<file path="src/assert_macros.svh">
// Assertion macros used by the RTL of the capacity-checked queue.
`ifndef ASSERT_MACROS_SVH
`define ASSERT_MACROS_SVH

`ifndef SYNTHESIS

// Property holds at every clock edge outside reset.
`define CCFR_ASSERT(lbl, clk, rst, prop, msg) \
   lbl: assert property (@(posedge clk) disable iff (rst) (prop)) else $error(msg);

// Antecedent in one cycle implies consequent in the next.
`define CCFR_ASSERT_NEXT(lbl, clk, rst, ante, cons, msg) \
   lbl: assert property (@(posedge clk) disable iff (rst) (ante) |=> (cons)) else $error(msg);

`else

`define CCFR_ASSERT(lbl, clk, rst, prop, msg)
`define CCFR_ASSERT_NEXT(lbl, clk, rst, ante, cons, msg)

`endif

`endif

</file>
<file path="src/ccfr_pkg.sv">
// Shared types and codes of the capacity-checked queue.
`default_nettype none

package ccfr_pkg;

   typedef logic [15:0] word_type;
   typedef logic [1:0]  kind_type;
   typedef logic [2:0]  status_type;

   // request kinds
   localparam kind_type KIND_ENQ   = 2'd0;
   localparam kind_type KIND_DEQ   = 2'd1;
   localparam kind_type KIND_REM   = 2'd2;
   localparam kind_type KIND_FLUSH = 2'd3;

   // result status codes
   localparam status_type ST_OK        = 3'd0;
   localparam status_type ST_TOO_LARGE = 3'd1;
   localparam status_type ST_EMPTY     = 3'd2;
   localparam status_type ST_NO_FIT    = 3'd3;
   localparam status_type ST_NOT_FOUND = 3'd4;
   localparam status_type ST_FULL      = 3'd5;

   // capacity register value after reset
   localparam word_type CAP_RESET = 16'd1024;

endpackage

`default_nettype wire

</file>
<file path="src/ccfr_if.sv">
// Valid/ready channel interfaces for request and response beats.
`default_nettype none

interface ccfr_req_if;
   import ccfr_pkg::*;

   logic     valid;
   logic     ready;
   kind_type kind;
   word_type entry_id;
   word_type entry_size;
   word_type offered_amount;

   modport source (output valid, kind, entry_id, entry_size, offered_amount, input ready);
   modport sink   (input valid, kind, entry_id, entry_size, offered_amount, output ready);
endinterface

interface ccfr_rsp_if;
   import ccfr_pkg::*;

   logic       valid;
   logic       ready;
   status_type status;
   word_type   out_id;
   word_type   out_size;
   word_type   budget_left;

   modport source (output valid, status, out_id, out_size, budget_left, input ready);
   modport sink   (input valid, status, out_id, out_size, budget_left, output ready);
endinterface

`default_nettype wire

</file>
<file path="src/capacity_checked_fifo_with_removal_core.sv">
// Top level: ordered (id, size) queue with capacity budget, pop-if-fits and removal by id.
`default_nettype none
`include "assert_macros.svh"

// Requests are taken one at a time; the next request is accepted while the previous
// response still waits in the output register. Entries live in one synchronous memory
// kept in queue order, oldest at address 0, read at most once per cycle. Enqueue and
// flush go from accept through the execute state to the response. Dequeue looks at the
// head entry only; remove scans from the head until the id matches. On a hit every
// younger entry moves down one place to close the gap, and the entry's size goes back
// to the budget. A remove that finds nothing answers not found. The capacity register
// feeds the budget only at reset and on flush.
module capacity_checked_fifo_with_removal_core #(
   parameter int QUEUE_DEPTH = 16
) (
   input  wire               clock,
   input  wire               reset,
   input  wire               csr_we,
   input  ccfr_pkg::word_type csr_wdata,
   ccfr_req_if.sink          req_bus,
   ccfr_rsp_if.source        rsp_bus
);
   import ccfr_pkg::*;

   localparam int AW = $clog2(QUEUE_DEPTH);
   localparam int CW = $clog2(QUEUE_DEPTH + 1);

   localparam logic [2:0] S_IDLE   = 3'd0;
   localparam logic [2:0] S_EXEC   = 3'd1;
   localparam logic [2:0] S_SEARCH = 3'd2;
   localparam logic [2:0] S_SHIFT  = 3'd3;
   localparam logic [2:0] S_RESP   = 3'd4;

   // control state
   logic [2:0]    state_ff, state_in;
   logic [CW-1:0] count_ff, count_in;
   word_type      budget_ff, budget_in;
   word_type      cap_ff;
   logic [CW-1:0] scan_ff, scan_in;
   logic [AW-1:0] chk_ff, chk_in;
   logic          chkv_ff, chkv_in;
   logic          rsp_valid_ff, rsp_valid_in;

   // request and result payload
   kind_type   op_ff;
   word_type   id_ff, size_ff, offer_ff;
   status_type st_ff, st_in;
   word_type   oid_ff, oid_in, osz_ff, osz_in;
   status_type rsp_st_ff;
   word_type   rsp_id_ff, rsp_sz_ff, rsp_bl_ff;

   // entry memory ports
   word_type      mem_id [QUEUE_DEPTH];
   word_type      mem_sz [QUEUE_DEPTH];
   word_type      rd_id_ff, rd_sz_ff;
   logic          rd_en, wr_en;
   logic [AW-1:0] rd_addr, wr_addr;
   word_type      wr_id, wr_sz;

   logic          req_beat;
   logic [16:0]   give_sum;

   assign req_bus.ready = (state_ff == S_IDLE) && !reset;
   assign req_beat      = req_bus.valid && req_bus.ready;

   assign rsp_bus.valid       = rsp_valid_ff;
   assign rsp_bus.status      = rsp_st_ff;
   assign rsp_bus.out_id      = rsp_id_ff;
   assign rsp_bus.out_size    = rsp_sz_ff;
   assign rsp_bus.budget_left = rsp_bl_ff;

   // budget give-back saturates at full scale
   assign give_sum = {1'b0, budget_ff} + {1'b0, osz_ff};

   // sequencer
   always_comb begin
      state_in     = state_ff;
      count_in     = count_ff;
      budget_in    = budget_ff;
      scan_in      = scan_ff;
      chk_in       = chk_ff;
      chkv_in      = chkv_ff;
      st_in        = st_ff;
      oid_in       = oid_ff;
      osz_in       = osz_ff;
      rsp_valid_in = rsp_valid_ff && !rsp_bus.ready;
      rd_en        = 1'b0;
      rd_addr      = scan_ff[AW-1:0];
      wr_en        = 1'b0;
      wr_addr      = count_ff[AW-1:0];
      wr_id        = id_ff;
      wr_sz        = size_ff;

      case (state_ff)
         S_IDLE: begin
            if (req_beat) state_in = S_EXEC;
         end

         S_EXEC: begin
            st_in   = ST_OK;
            oid_in  = '0;
            osz_in  = '0;
            scan_in = '0;
            chkv_in = 1'b0;
            state_in = S_RESP;
            case (op_ff)
               KIND_ENQ: begin
                  if (size_ff > budget_ff) begin
                     st_in = ST_TOO_LARGE;
                  end else if (count_ff == CW'(QUEUE_DEPTH)) begin
                     st_in = ST_FULL;
                  end else begin
                     wr_en     = 1'b1;
                     count_in  = count_ff + 1'b1;
                     budget_in = budget_ff - size_ff;
                  end
               end
               KIND_DEQ: begin
                  if (count_ff == '0) st_in = ST_EMPTY;
                  else                state_in = S_SEARCH;
               end
               KIND_REM: begin
                  state_in = S_SEARCH;
               end
               default: begin
                  count_in  = '0;
                  budget_in = cap_ff;
               end
            endcase
         end

         // walk from the head, one read a cycle, compare in the cycle after the read
         S_SEARCH: begin
            rd_en   = (scan_ff < count_ff);
            chkv_in = rd_en;
            if (rd_en) begin
               chk_in  = scan_ff[AW-1:0];
               scan_in = scan_ff + 1'b1;
            end
            if (chkv_ff) begin
               if ((op_ff == KIND_DEQ) ? (offer_ff > rd_sz_ff) : (rd_id_ff == id_ff)) begin
                  oid_in   = rd_id_ff;
                  osz_in   = rd_sz_ff;
                  scan_in  = CW'(chk_ff) + 1'b1;
                  chkv_in  = 1'b0;
                  state_in = S_SHIFT;
               end else if (op_ff == KIND_DEQ) begin
                  st_in    = ST_NO_FIT;
                  state_in = S_RESP;
               end
            end else if (!rd_en) begin
               st_in    = ST_NOT_FOUND;
               state_in = S_RESP;
            end
         end

         // move younger entries down one place over the removed one
         S_SHIFT: begin
            rd_en   = (scan_ff < count_ff);
            chkv_in = rd_en;
            if (rd_en) begin
               chk_in  = scan_ff[AW-1:0];
               scan_in = scan_ff + 1'b1;
            end
            if (chkv_ff) begin
               wr_en   = 1'b1;
               wr_addr = chk_ff - 1'b1;
               wr_id   = rd_id_ff;
               wr_sz   = rd_sz_ff;
            end else if (!rd_en) begin
               count_in  = count_ff - 1'b1;
               budget_in = give_sum[16] ? 16'hFFFF : give_sum[15:0];
               st_in     = ST_OK;
               state_in  = S_RESP;
            end
         end

         S_RESP: begin
            if (!rsp_valid_in) begin
               rsp_valid_in = 1'b1;
               state_in     = S_IDLE;
            end
         end

         default: begin
            state_in = S_IDLE;
         end
      endcase
   end

   // control registers
   always_ff @(posedge clock) begin
      if (reset) begin
         state_ff     <= S_IDLE;
         count_ff     <= '0;
         budget_ff    <= CAP_RESET;
         cap_ff       <= CAP_RESET;
         scan_ff      <= '0;
         chk_ff       <= '0;
         chkv_ff      <= 1'b0;
         rsp_valid_ff <= 1'b0;
      end else begin
         state_ff     <= state_in;
         count_ff     <= count_in;
         budget_ff    <= budget_in;
         scan_ff      <= scan_in;
         chk_ff       <= chk_in;
         chkv_ff      <= chkv_in;
         rsp_valid_ff <= rsp_valid_in;
         if (csr_we) cap_ff <= csr_wdata;
      end
   end

   // payload registers
   always_ff @(posedge clock) begin
      if (req_beat) begin
         op_ff    <= req_bus.kind;
         id_ff    <= req_bus.entry_id;
         size_ff  <= req_bus.entry_size;
         offer_ff <= req_bus.offered_amount;
      end
      st_ff  <= st_in;
      oid_ff <= oid_in;
      osz_ff <= osz_in;
      if (state_ff == S_RESP && !(rsp_valid_ff && !rsp_bus.ready)) begin
         rsp_st_ff <= st_ff;
         rsp_id_ff <= oid_ff;
         rsp_sz_ff <= osz_ff;
         rsp_bl_ff <= budget_ff;
      end
   end

   // entry memory, one write and one registered read per cycle
   always_ff @(posedge clock) begin
      if (wr_en) begin
         mem_id[wr_addr] <= wr_id;
         mem_sz[wr_addr] <= wr_sz;
      end
      if (rd_en) begin
         rd_id_ff <= mem_id[rd_addr];
         rd_sz_ff <= mem_sz[rd_addr];
      end
   end

   // checks
   `CCFR_ASSERT(a_count_bound, clock, reset, count_ff <= CW'(QUEUE_DEPTH), "entry count above depth")
   `CCFR_ASSERT_NEXT(a_beat_exec, clock, reset, req_beat, state_ff == S_EXEC, "accepted beat not executed")
   `CCFR_ASSERT(a_shift_range, clock, reset, !(state_ff == S_SHIFT && chkv_ff) || (CW'(chk_ff) < count_ff && chk_ff != '0), "shift write outside queue")

endmodule

`default_nettype wire
</file>
<file path="src/flat_wrapper.sv">
// flat-port wrapper written by rule: the top's interface ports become plain ports
module capacity_checked_fifo_with_removal_core_flat import ccfr_pkg::*;
#(
   parameter int QUEUE_DEPTH = 16
)
  (clock, reset, csr_we, csr_wdata, req_bus_valid, req_bus_kind, req_bus_entry_id, req_bus_entry_size, req_bus_offered_amount, req_bus_ready, rsp_bus_valid, rsp_bus_status, rsp_bus_out_id, rsp_bus_out_size, rsp_bus_budget_left, rsp_bus_ready);
  ccfr_req_if req_bus_i ();
  ccfr_rsp_if rsp_bus_i ();
  input  wire clock;
  input  wire reset;
  input  wire csr_we;
  input  ccfr_pkg::word_type csr_wdata;
  input wire logic [$bits(req_bus_i.valid)-1:0] req_bus_valid;
  input wire logic [$bits(req_bus_i.kind)-1:0] req_bus_kind;
  input wire logic [$bits(req_bus_i.entry_id)-1:0] req_bus_entry_id;
  input wire logic [$bits(req_bus_i.entry_size)-1:0] req_bus_entry_size;
  input wire logic [$bits(req_bus_i.offered_amount)-1:0] req_bus_offered_amount;
  output wire logic [$bits(req_bus_i.ready)-1:0] req_bus_ready;
  output wire logic [$bits(rsp_bus_i.valid)-1:0] rsp_bus_valid;
  output wire logic [$bits(rsp_bus_i.status)-1:0] rsp_bus_status;
  output wire logic [$bits(rsp_bus_i.out_id)-1:0] rsp_bus_out_id;
  output wire logic [$bits(rsp_bus_i.out_size)-1:0] rsp_bus_out_size;
  output wire logic [$bits(rsp_bus_i.budget_left)-1:0] rsp_bus_budget_left;
  input wire logic [$bits(rsp_bus_i.ready)-1:0] rsp_bus_ready;
  assign req_bus_i.valid = req_bus_valid;
  assign req_bus_i.kind = req_bus_kind;
  assign req_bus_i.entry_id = req_bus_entry_id;
  assign req_bus_i.entry_size = req_bus_entry_size;
  assign req_bus_i.offered_amount = req_bus_offered_amount;
  assign req_bus_ready = req_bus_i.ready;
  assign rsp_bus_valid = rsp_bus_i.valid;
  assign rsp_bus_status = rsp_bus_i.status;
  assign rsp_bus_out_id = rsp_bus_i.out_id;
  assign rsp_bus_out_size = rsp_bus_i.out_size;
  assign rsp_bus_budget_left = rsp_bus_i.budget_left;
  assign rsp_bus_i.ready = rsp_bus_ready;
  capacity_checked_fifo_with_removal_core #(.QUEUE_DEPTH(QUEUE_DEPTH)) u_core (.clock(clock), .reset(reset), .csr_we(csr_we), .csr_wdata(csr_wdata), .req_bus(req_bus_i), .rsp_bus(rsp_bus_i));
endmodule
</file>
<file path="config.mk">
export PLATFORM = sky130hd
export DESIGN_NAME = capacity_checked_fifo_with_removal_core_flat
export DESIGN_NICKNAME = d
export VERILOG_FILES = /design/src/ccfr_pkg.sv /design/src/ccfr_if.sv /design/src/capacity_checked_fifo_with_removal_core.sv /design/src/flat_wrapper.sv
export VERILOG_INCLUDE_DIRS = /design/src /design/src/src
export SDC_FILE = /design/constraint.sdc
export NUM_CORES = 1
export LEC_CHECK = 0
export ABC_AREA = 0
export ABC_CLOCK_PERIOD_IN_PS = 4900
export BUFFER_PORTS_ARGS = -buffer_cell sky130_fd_sc_hd__buf_4
export CAP_MARGIN = 20
export CORE_ASPECT_RATIO = 2
export CORE_MARGIN = 4
export CORE_UTILIZATION = 51
export CTS_BUF_LIST = sky130_fd_sc_hd__clkbuf_8
export DETAILED_ROUTE_END_ITERATION = 7
export PLACE_DENSITY = 0.68
export SETUP_SLACK_MARGIN = 0.2
export SLEW_MARGIN = 20
export SYNTH_ARGS = -nofsm -noshare
export SYNTH_HDL_FRONTEND = slang
export SYNTH_SLANG_ARGS = --single-unit
</file>
<file path="constraint.sdc">
create_clock -name clock -period 4.9 [get_ports clock]
set_input_delay 0.735 -clock clock [delete_from_list [all_inputs] [get_ports clock]]
set_output_delay 0.735 -clock clock [all_outputs]
set_load 0.005 [all_outputs]
</file>
# Word level (Yosys, flattened, before mapping)
# Memories as Yosys holds them, arrays and structs flattened. A register that Yosys moved wholly into a read port is not among the register bits.
# Index checks and enable logic that the tools add are counted.
dict set report op_classes {
  addsub 7
  n_lt_le_gt_ge 3
  eq_ne 21
  muxes 63
  reduce_logical 20
}
# op n
set ops {}
lappend ops {{2-to-1 mux 16 bit} 13}
lappend ops {{case mux 16 bit (2 select lines)} 4}
lappend ops {{2-to-1 mux 3 bit} 16}
lappend ops {{2-to-1 mux 5 bit} 7}
lappend ops {{greater-than comparator 16 bit} 2}
lappend ops {{case mux 5 bit (2 select lines)} 2}
lappend ops {{adder 16 x 16 -> 17 bit} 1}
lappend ops {{equality test 16 bit} 1}
lappend ops {{subtractor 16 bit} 1}
lappend ops {{case mux 3 bit (5 select lines)} 1}
lappend ops {{case mux 5 bit (3 select lines)} 1}
lappend ops {{inequality test 3 bit, second input constant} 4}
lappend ops {{case mux 3 bit (2 select lines)} 2}
lappend ops {{AND reduction 6 bit} 2}
lappend ops {{2-to-1 mux 1 bit} 11}
lappend ops {{adder 5 x 1 -> 5 bit, second input constant} 2}
lappend ops {{case mux 3 bit (3 select lines)} 1}
lappend ops {{2-to-1 mux 4 bit} 2}
lappend ops {{inequality test 2 bit, second input constant} 4}
lappend ops {{equality test 3 x 2 -> 1 bit, second input constant} 2}
lappend ops {{inequality test 2 x 1 -> 1 bit, second input constant} 3}
lappend ops {{adder 4 x 1 -> 5 bit, second input constant} 1}
lappend ops {{equality test 5 bit, second input constant} 1}
lappend ops {{logical NOT 5 bit} 1}
lappend ops {{other kinds (22)} 29}
dict set report word_totals {
  regBits 187
  mem_bits_rw 512
  elab_cells 135
  n_memories 2
}
# name depth width read_ports rd_ports_with_merged_regs wr line
set mem_list {}
lappend mem_list {u_core.mem_id 16 16 1 1 1 capacity_checked_fifo_with_removal_core.sv:53} ;# word_type mem_id [QUEUE_DEPTH];
lappend mem_list {u_core.mem_sz 16 16 1 1 1 capacity_checked_fifo_with_removal_core.sv:54} ;# word_type mem_sz [QUEUE_DEPTH];

# Depth between registers and ports, before layout
dict set report logic_depth {
  ltp_word 7
  ltp_mapped 12
}

# Least setup slack after synthesis
# Ideal clock, no wire load.
dict set report synth_path {
  kind {register to register}
  startpoint {register u_core.size_ff[0]}
  endpoint {memory u_core.mem_id[9][0] (netlist bit), enable pin}
  arrival_time_ps 3714
  required_ps 4479
  slack_ps 765
  stages_incl_launch_ff 11
  path_cell_list {edfxtp_1 ha_1 fa_1 nand2b_1 a21oi_1 o31a_1 a211o_1 a41oi_2 nor4_1 a31oi_1 nor2_1}
}
dict set report synth_between {
  elab_chain_len 6
}
# item line
set synth_lines {}
lappend synth_lines {{from (decl)} capacity_checked_fifo_with_removal_core.sv:46} ;# word_type id_ff, size_ff, offer_ff;
lappend synth_lines {{from (signal assigned)} capacity_checked_fifo_with_removal_core.sv:219} ;# size_ff <= req_bus.entry_size;
lappend synth_lines {{greater-than comparator 16 bit} capacity_checked_fifo_with_removal_core.sv:108} ;# if (size_ff > budget_ff) begin
lappend synth_lines {{2-to-1 mux 1 bit} capacity_checked_fifo_with_removal_core.sv:108}
lappend synth_lines {{2-to-1 mux 1 bit} capacity_checked_fifo_with_removal_core.sv:106} ;# case (op_ff)
lappend synth_lines {{case mux 1 bit (2 select lines)} capacity_checked_fifo_with_removal_core.sv:94} ;# case (state_ff)
lappend synth_lines {{2-to-1 mux 1 bit} capacity_checked_fifo_with_removal_core.sv:235} ;# if (wr_en) begin
lappend synth_lines {{2-to-1 mux 1 bit (not written as such)} capacity_checked_fifo_with_removal_core.sv:236} ;# mem_id[wr_addr] <= wr_id;
lappend synth_lines {{to (decl)} capacity_checked_fifo_with_removal_core.sv:53}
# Every way passes these cells.

# Worst setup path after layout
dict set report layout_path {
  startpoint {register u_core.size_ff[0]}
  endpoint {memory u_core.mem_id[5][10] (netlist bit), enable pin}
}
# The elaborated chain is that of the path after synthesis.

==> results.ini <==
[status]
outcome=finished, final reports clean

[worst_setup_path]
critical_path_class=flop to flop
endpoint=u_core.mem_id[5][10]
startpoint=u_core.size_ff[0]
worstPathArrival_ps=4480
path_max_fanout=32
worstReg2RegStart=u_core.size_ff[0]
rr_endpoint=u_core.mem_id[5][10]
critPathRequiredTime_ps=5210
slowest_delay_ps=490
critPathCaptureType=flop
path_cells=ha_1 -> fa_1 -> nand2b_1 -> a21oi_1 -> o31a_1 -> a211o_1 -> a41oi_2 -> nor4_1 -> a31oi_1 -> nor2_4 -> buf_4
crit_slowest_cell=buf_4
reg2regPathDepth=11
crit_path_start_kind=flop
r2r_slack_ps=720

[sta]
fmax_ghz=0.2394
rsz0062_at_grt=no
setup-violations-final=0
hold_violations=0
period_needed_ps=4176
slew_violations=0
hold-worst-slack_ps=217.4
fin_skew_ps=29.41
fin_crit_sh_pct=85.23
max_slew_margin_pct=28.54
fin_setup_tns_ps=0
worst_pin_slew_ps=1070

[power]
max-vdd-ir-drop_mv=0.2505
leakage_nw=11.33
p_per_area_nw_per_um2=409.8

[cts]
cts-root-buf=clkbuf_8
cts-hold-fix-buffers=0
cts-resized-gates=0
cts.sinks=731
clkLatencyLatePin_ps=700
numCtsBuffers=99
h-tree-depth=3
path_clk_slew_ps=60
post_cts_buffers=0
cts_tree=yes
cts_max_path_buffers=3

[global_routing]
grt_pass1_vias=17070
grt_max_degree=133
grt_antenna_before_repair=2
grt_util_all_layers_pct=23.36
grt-ovfl-total=0
grt_pass1_wl_microns=106400

[yosys]
yosysMostFrequentCell=edfxtp_1
synth_compound_area_share_pct=4.902
synthesis.nets=1789
syn_avg_cell_area_sq_um=18.06
async_flop_share_pct=0
syn_area_sq_um=29910
yosysTopAreaCell=edfxtp_1
yosys.area_share.xor_xnor_pct=1.259
synth_top_area_share_pct=68.26
syn_inst=1656
synthAdderAreaFrac_pct=2.644
synthMuxAreaShare_pct=13.46
ys_seq_elements=731
ys_top_cells_by_area=edfxtp_1, mux4_2, dfxtp_1, ha_1, nor2_1
seq_area_frac_synth_pct=71.68
netlist_top_cells_count=edfxtp_1, mux4_2, nor2_1, nand2_1, a21oi_1
synthFlopType=edfxtp_1
yosysUniqueCellTypes=74
synth_top_family_by_area=multiplexers
yosysWarnings=0
yosys.area_share.simple_pct=4.354
synth_edf_count=680

[detailed_routing]
firstDrtPassIters=8
drt_iter0_drc=1386
vias=15920
ant_nets=0
drt-total-wl_microns=72210
drc=0
via_per_inst=5.918
post_drt_wl_per_cell_microns=26.84

[placed_design]
dp_hpwl_microns=47630
numPortBuffers=123
gp_congestion=0.9547

[floorplan]
start_util_pct=51.55
design.core.area_sq_um=58020
fp-row-count=125
die-area_sq_um=62830
dieWidth_microns=179.3
boundaryPins=124
die_h_microns=350.5

[finish]
drive_gt1_share_pct=26.15
area_growth_pct=12.98
nFillCells=4308
nets=1985

[job]
cap_violations=0

[min_path]
hold_class=input pin to flop

==> power by group <==
| group | internal [mW] | leakage, nW | switching (mW) |
|---|---|---|---|
| Sequential | 7.35 | 6.57 | 0.219 |
| Clock | 1.99 | 1.04 | 2.19 |
| Combinational | 0.749 | 3.72 | 1.34 |
| Total | 10.1 | 11.3 | 3.75 |
==> cell type report <==
| type | count | area [sq um] | share of cell area, % |
|---|---|---|---|
| well taps | 762 | 953.4 | 2.821 |
| inverters | 54 | 202.7 | 0.5998 |
| diodes | 1 | 2.502 | 0.007404 |
| clock buffers | 102 | 1404 | 4.154 |
| clock inverters | 74 | 352.8 | 1.044 |
| flip-flops and latches | 731 | 21450 | 63.47 |
| multi-input cells | 795 | 8097 | 23.96 |
| repair buffers | 171 | 1334 | 3.947 |
==> how the worst min path moves through the flow <==
stage | startpoint | slack (ps) | cells past startpoint | endpoint
after detailed placement | u_core.oid_ff[14] | 410 | 0 | u_core.rsp_bus.out_id[14]
after global placement | u_core.oid_ff[8] | 400 | 0 | u_core.rsp_bus.out_id[8]
after global routing | req_bus_entry_size[14] | 180 | 1 | u_core.size_ff[14]
after CTS | req_bus_entry_size[14] | 150 | 1 | u_core.size_ff[14]
final | req_bus_entry_size[14] | 220 | 1 | u_core.size_ff[14]
after floorplan | u_core.oid_ff[0] | 400 | 0 | u_core.rsp_bus.out_id[0]
==> flip-flops by register name, summed over array words and instances (netlist names), 2 cells and up <==
name	count
u_core.mem_id	256
u_core.mem_sz	256
u_core.budget_ff	16
u_core.cap_ff	16
u_core.id_ff	16
u_core.offer_ff	16
u_core.oid_ff	16
u_core.osz_ff	16
u_core.rd_id_ff	16
u_core.rd_sz_ff	16
u_core.rsp_bus.budget_left	16
u_core.rsp_bus.out_id	16
u_core.rsp_bus.out_size	16
u_core.size_ff	16
u_core.count_ff	5
u_core.scan_ff	5
u_core.chk_ff	4
u_core.rsp_bus.status	3
u_core.st_ff	3
u_core.state_ff	3
u_core.op_ff	2
==> through the flow <==
step | util (%) | worst slack [ps] | total power, mW | instance area, sq um | std cells
after floorplan | - | 765.1 | 8.928 | 29910 | 1656
after global placement | 55.21 | 906.1 | 9.731 | 32040 | 2513
after global routing | 58.24 | 532.1 | 14.44 | 33800 | 2690
final | 58.24 | 723.5 | 13.85 | 33800 | 2690
after CTS | 58.24 | 711.8 | 13.98 | 33790 | 2689
after detailed placement | 55.21 | 762.3 | 9.784 | 32040 | 2513
==> layout by cell type (no fill, tap or decap), drive strengths merged, types with 21 or more instances in the layout <==
cell type    n
edfxtp     680
a21oi       61
and2        22
dfxtp       51
buf        171
mux4       160
clkinv      27
mux2i       21
nand2       79
xnor2       24
ha          60
inv         98
o21ai       41
nor2        89
clkbuf     102
==> kinds of logic after synthesis <==
kind of cell               after synthesis
buffers and inverters                  130
DFF                                    731
muxes                                  200
AOI/OAI and AO/OA                      214
xor gates and xnor gates                43
and+or+nand+nor                        276
adders and majority gates               62
==> critical path, delay by kind of cell, from the launching register on <==
kind,cells,cell delay [ps]
adders and majority gates,2,670
and+or+nand+nor,3,780
AOI/OAI and AO/OA,5,1370
buffers and inverters,1,490
DFF,1,410
==> routing by layer <==
metal	vias up	wire length, microns	global-route usage (%)
met5	-	0	0
met4	0	4682	13.60
met3	188	3115	3.234
met2	550	39910	42.99
met1	8160	24500	25.20
li1	7022	-	-
Note: power is estimated with default switching activity, not from simulation.
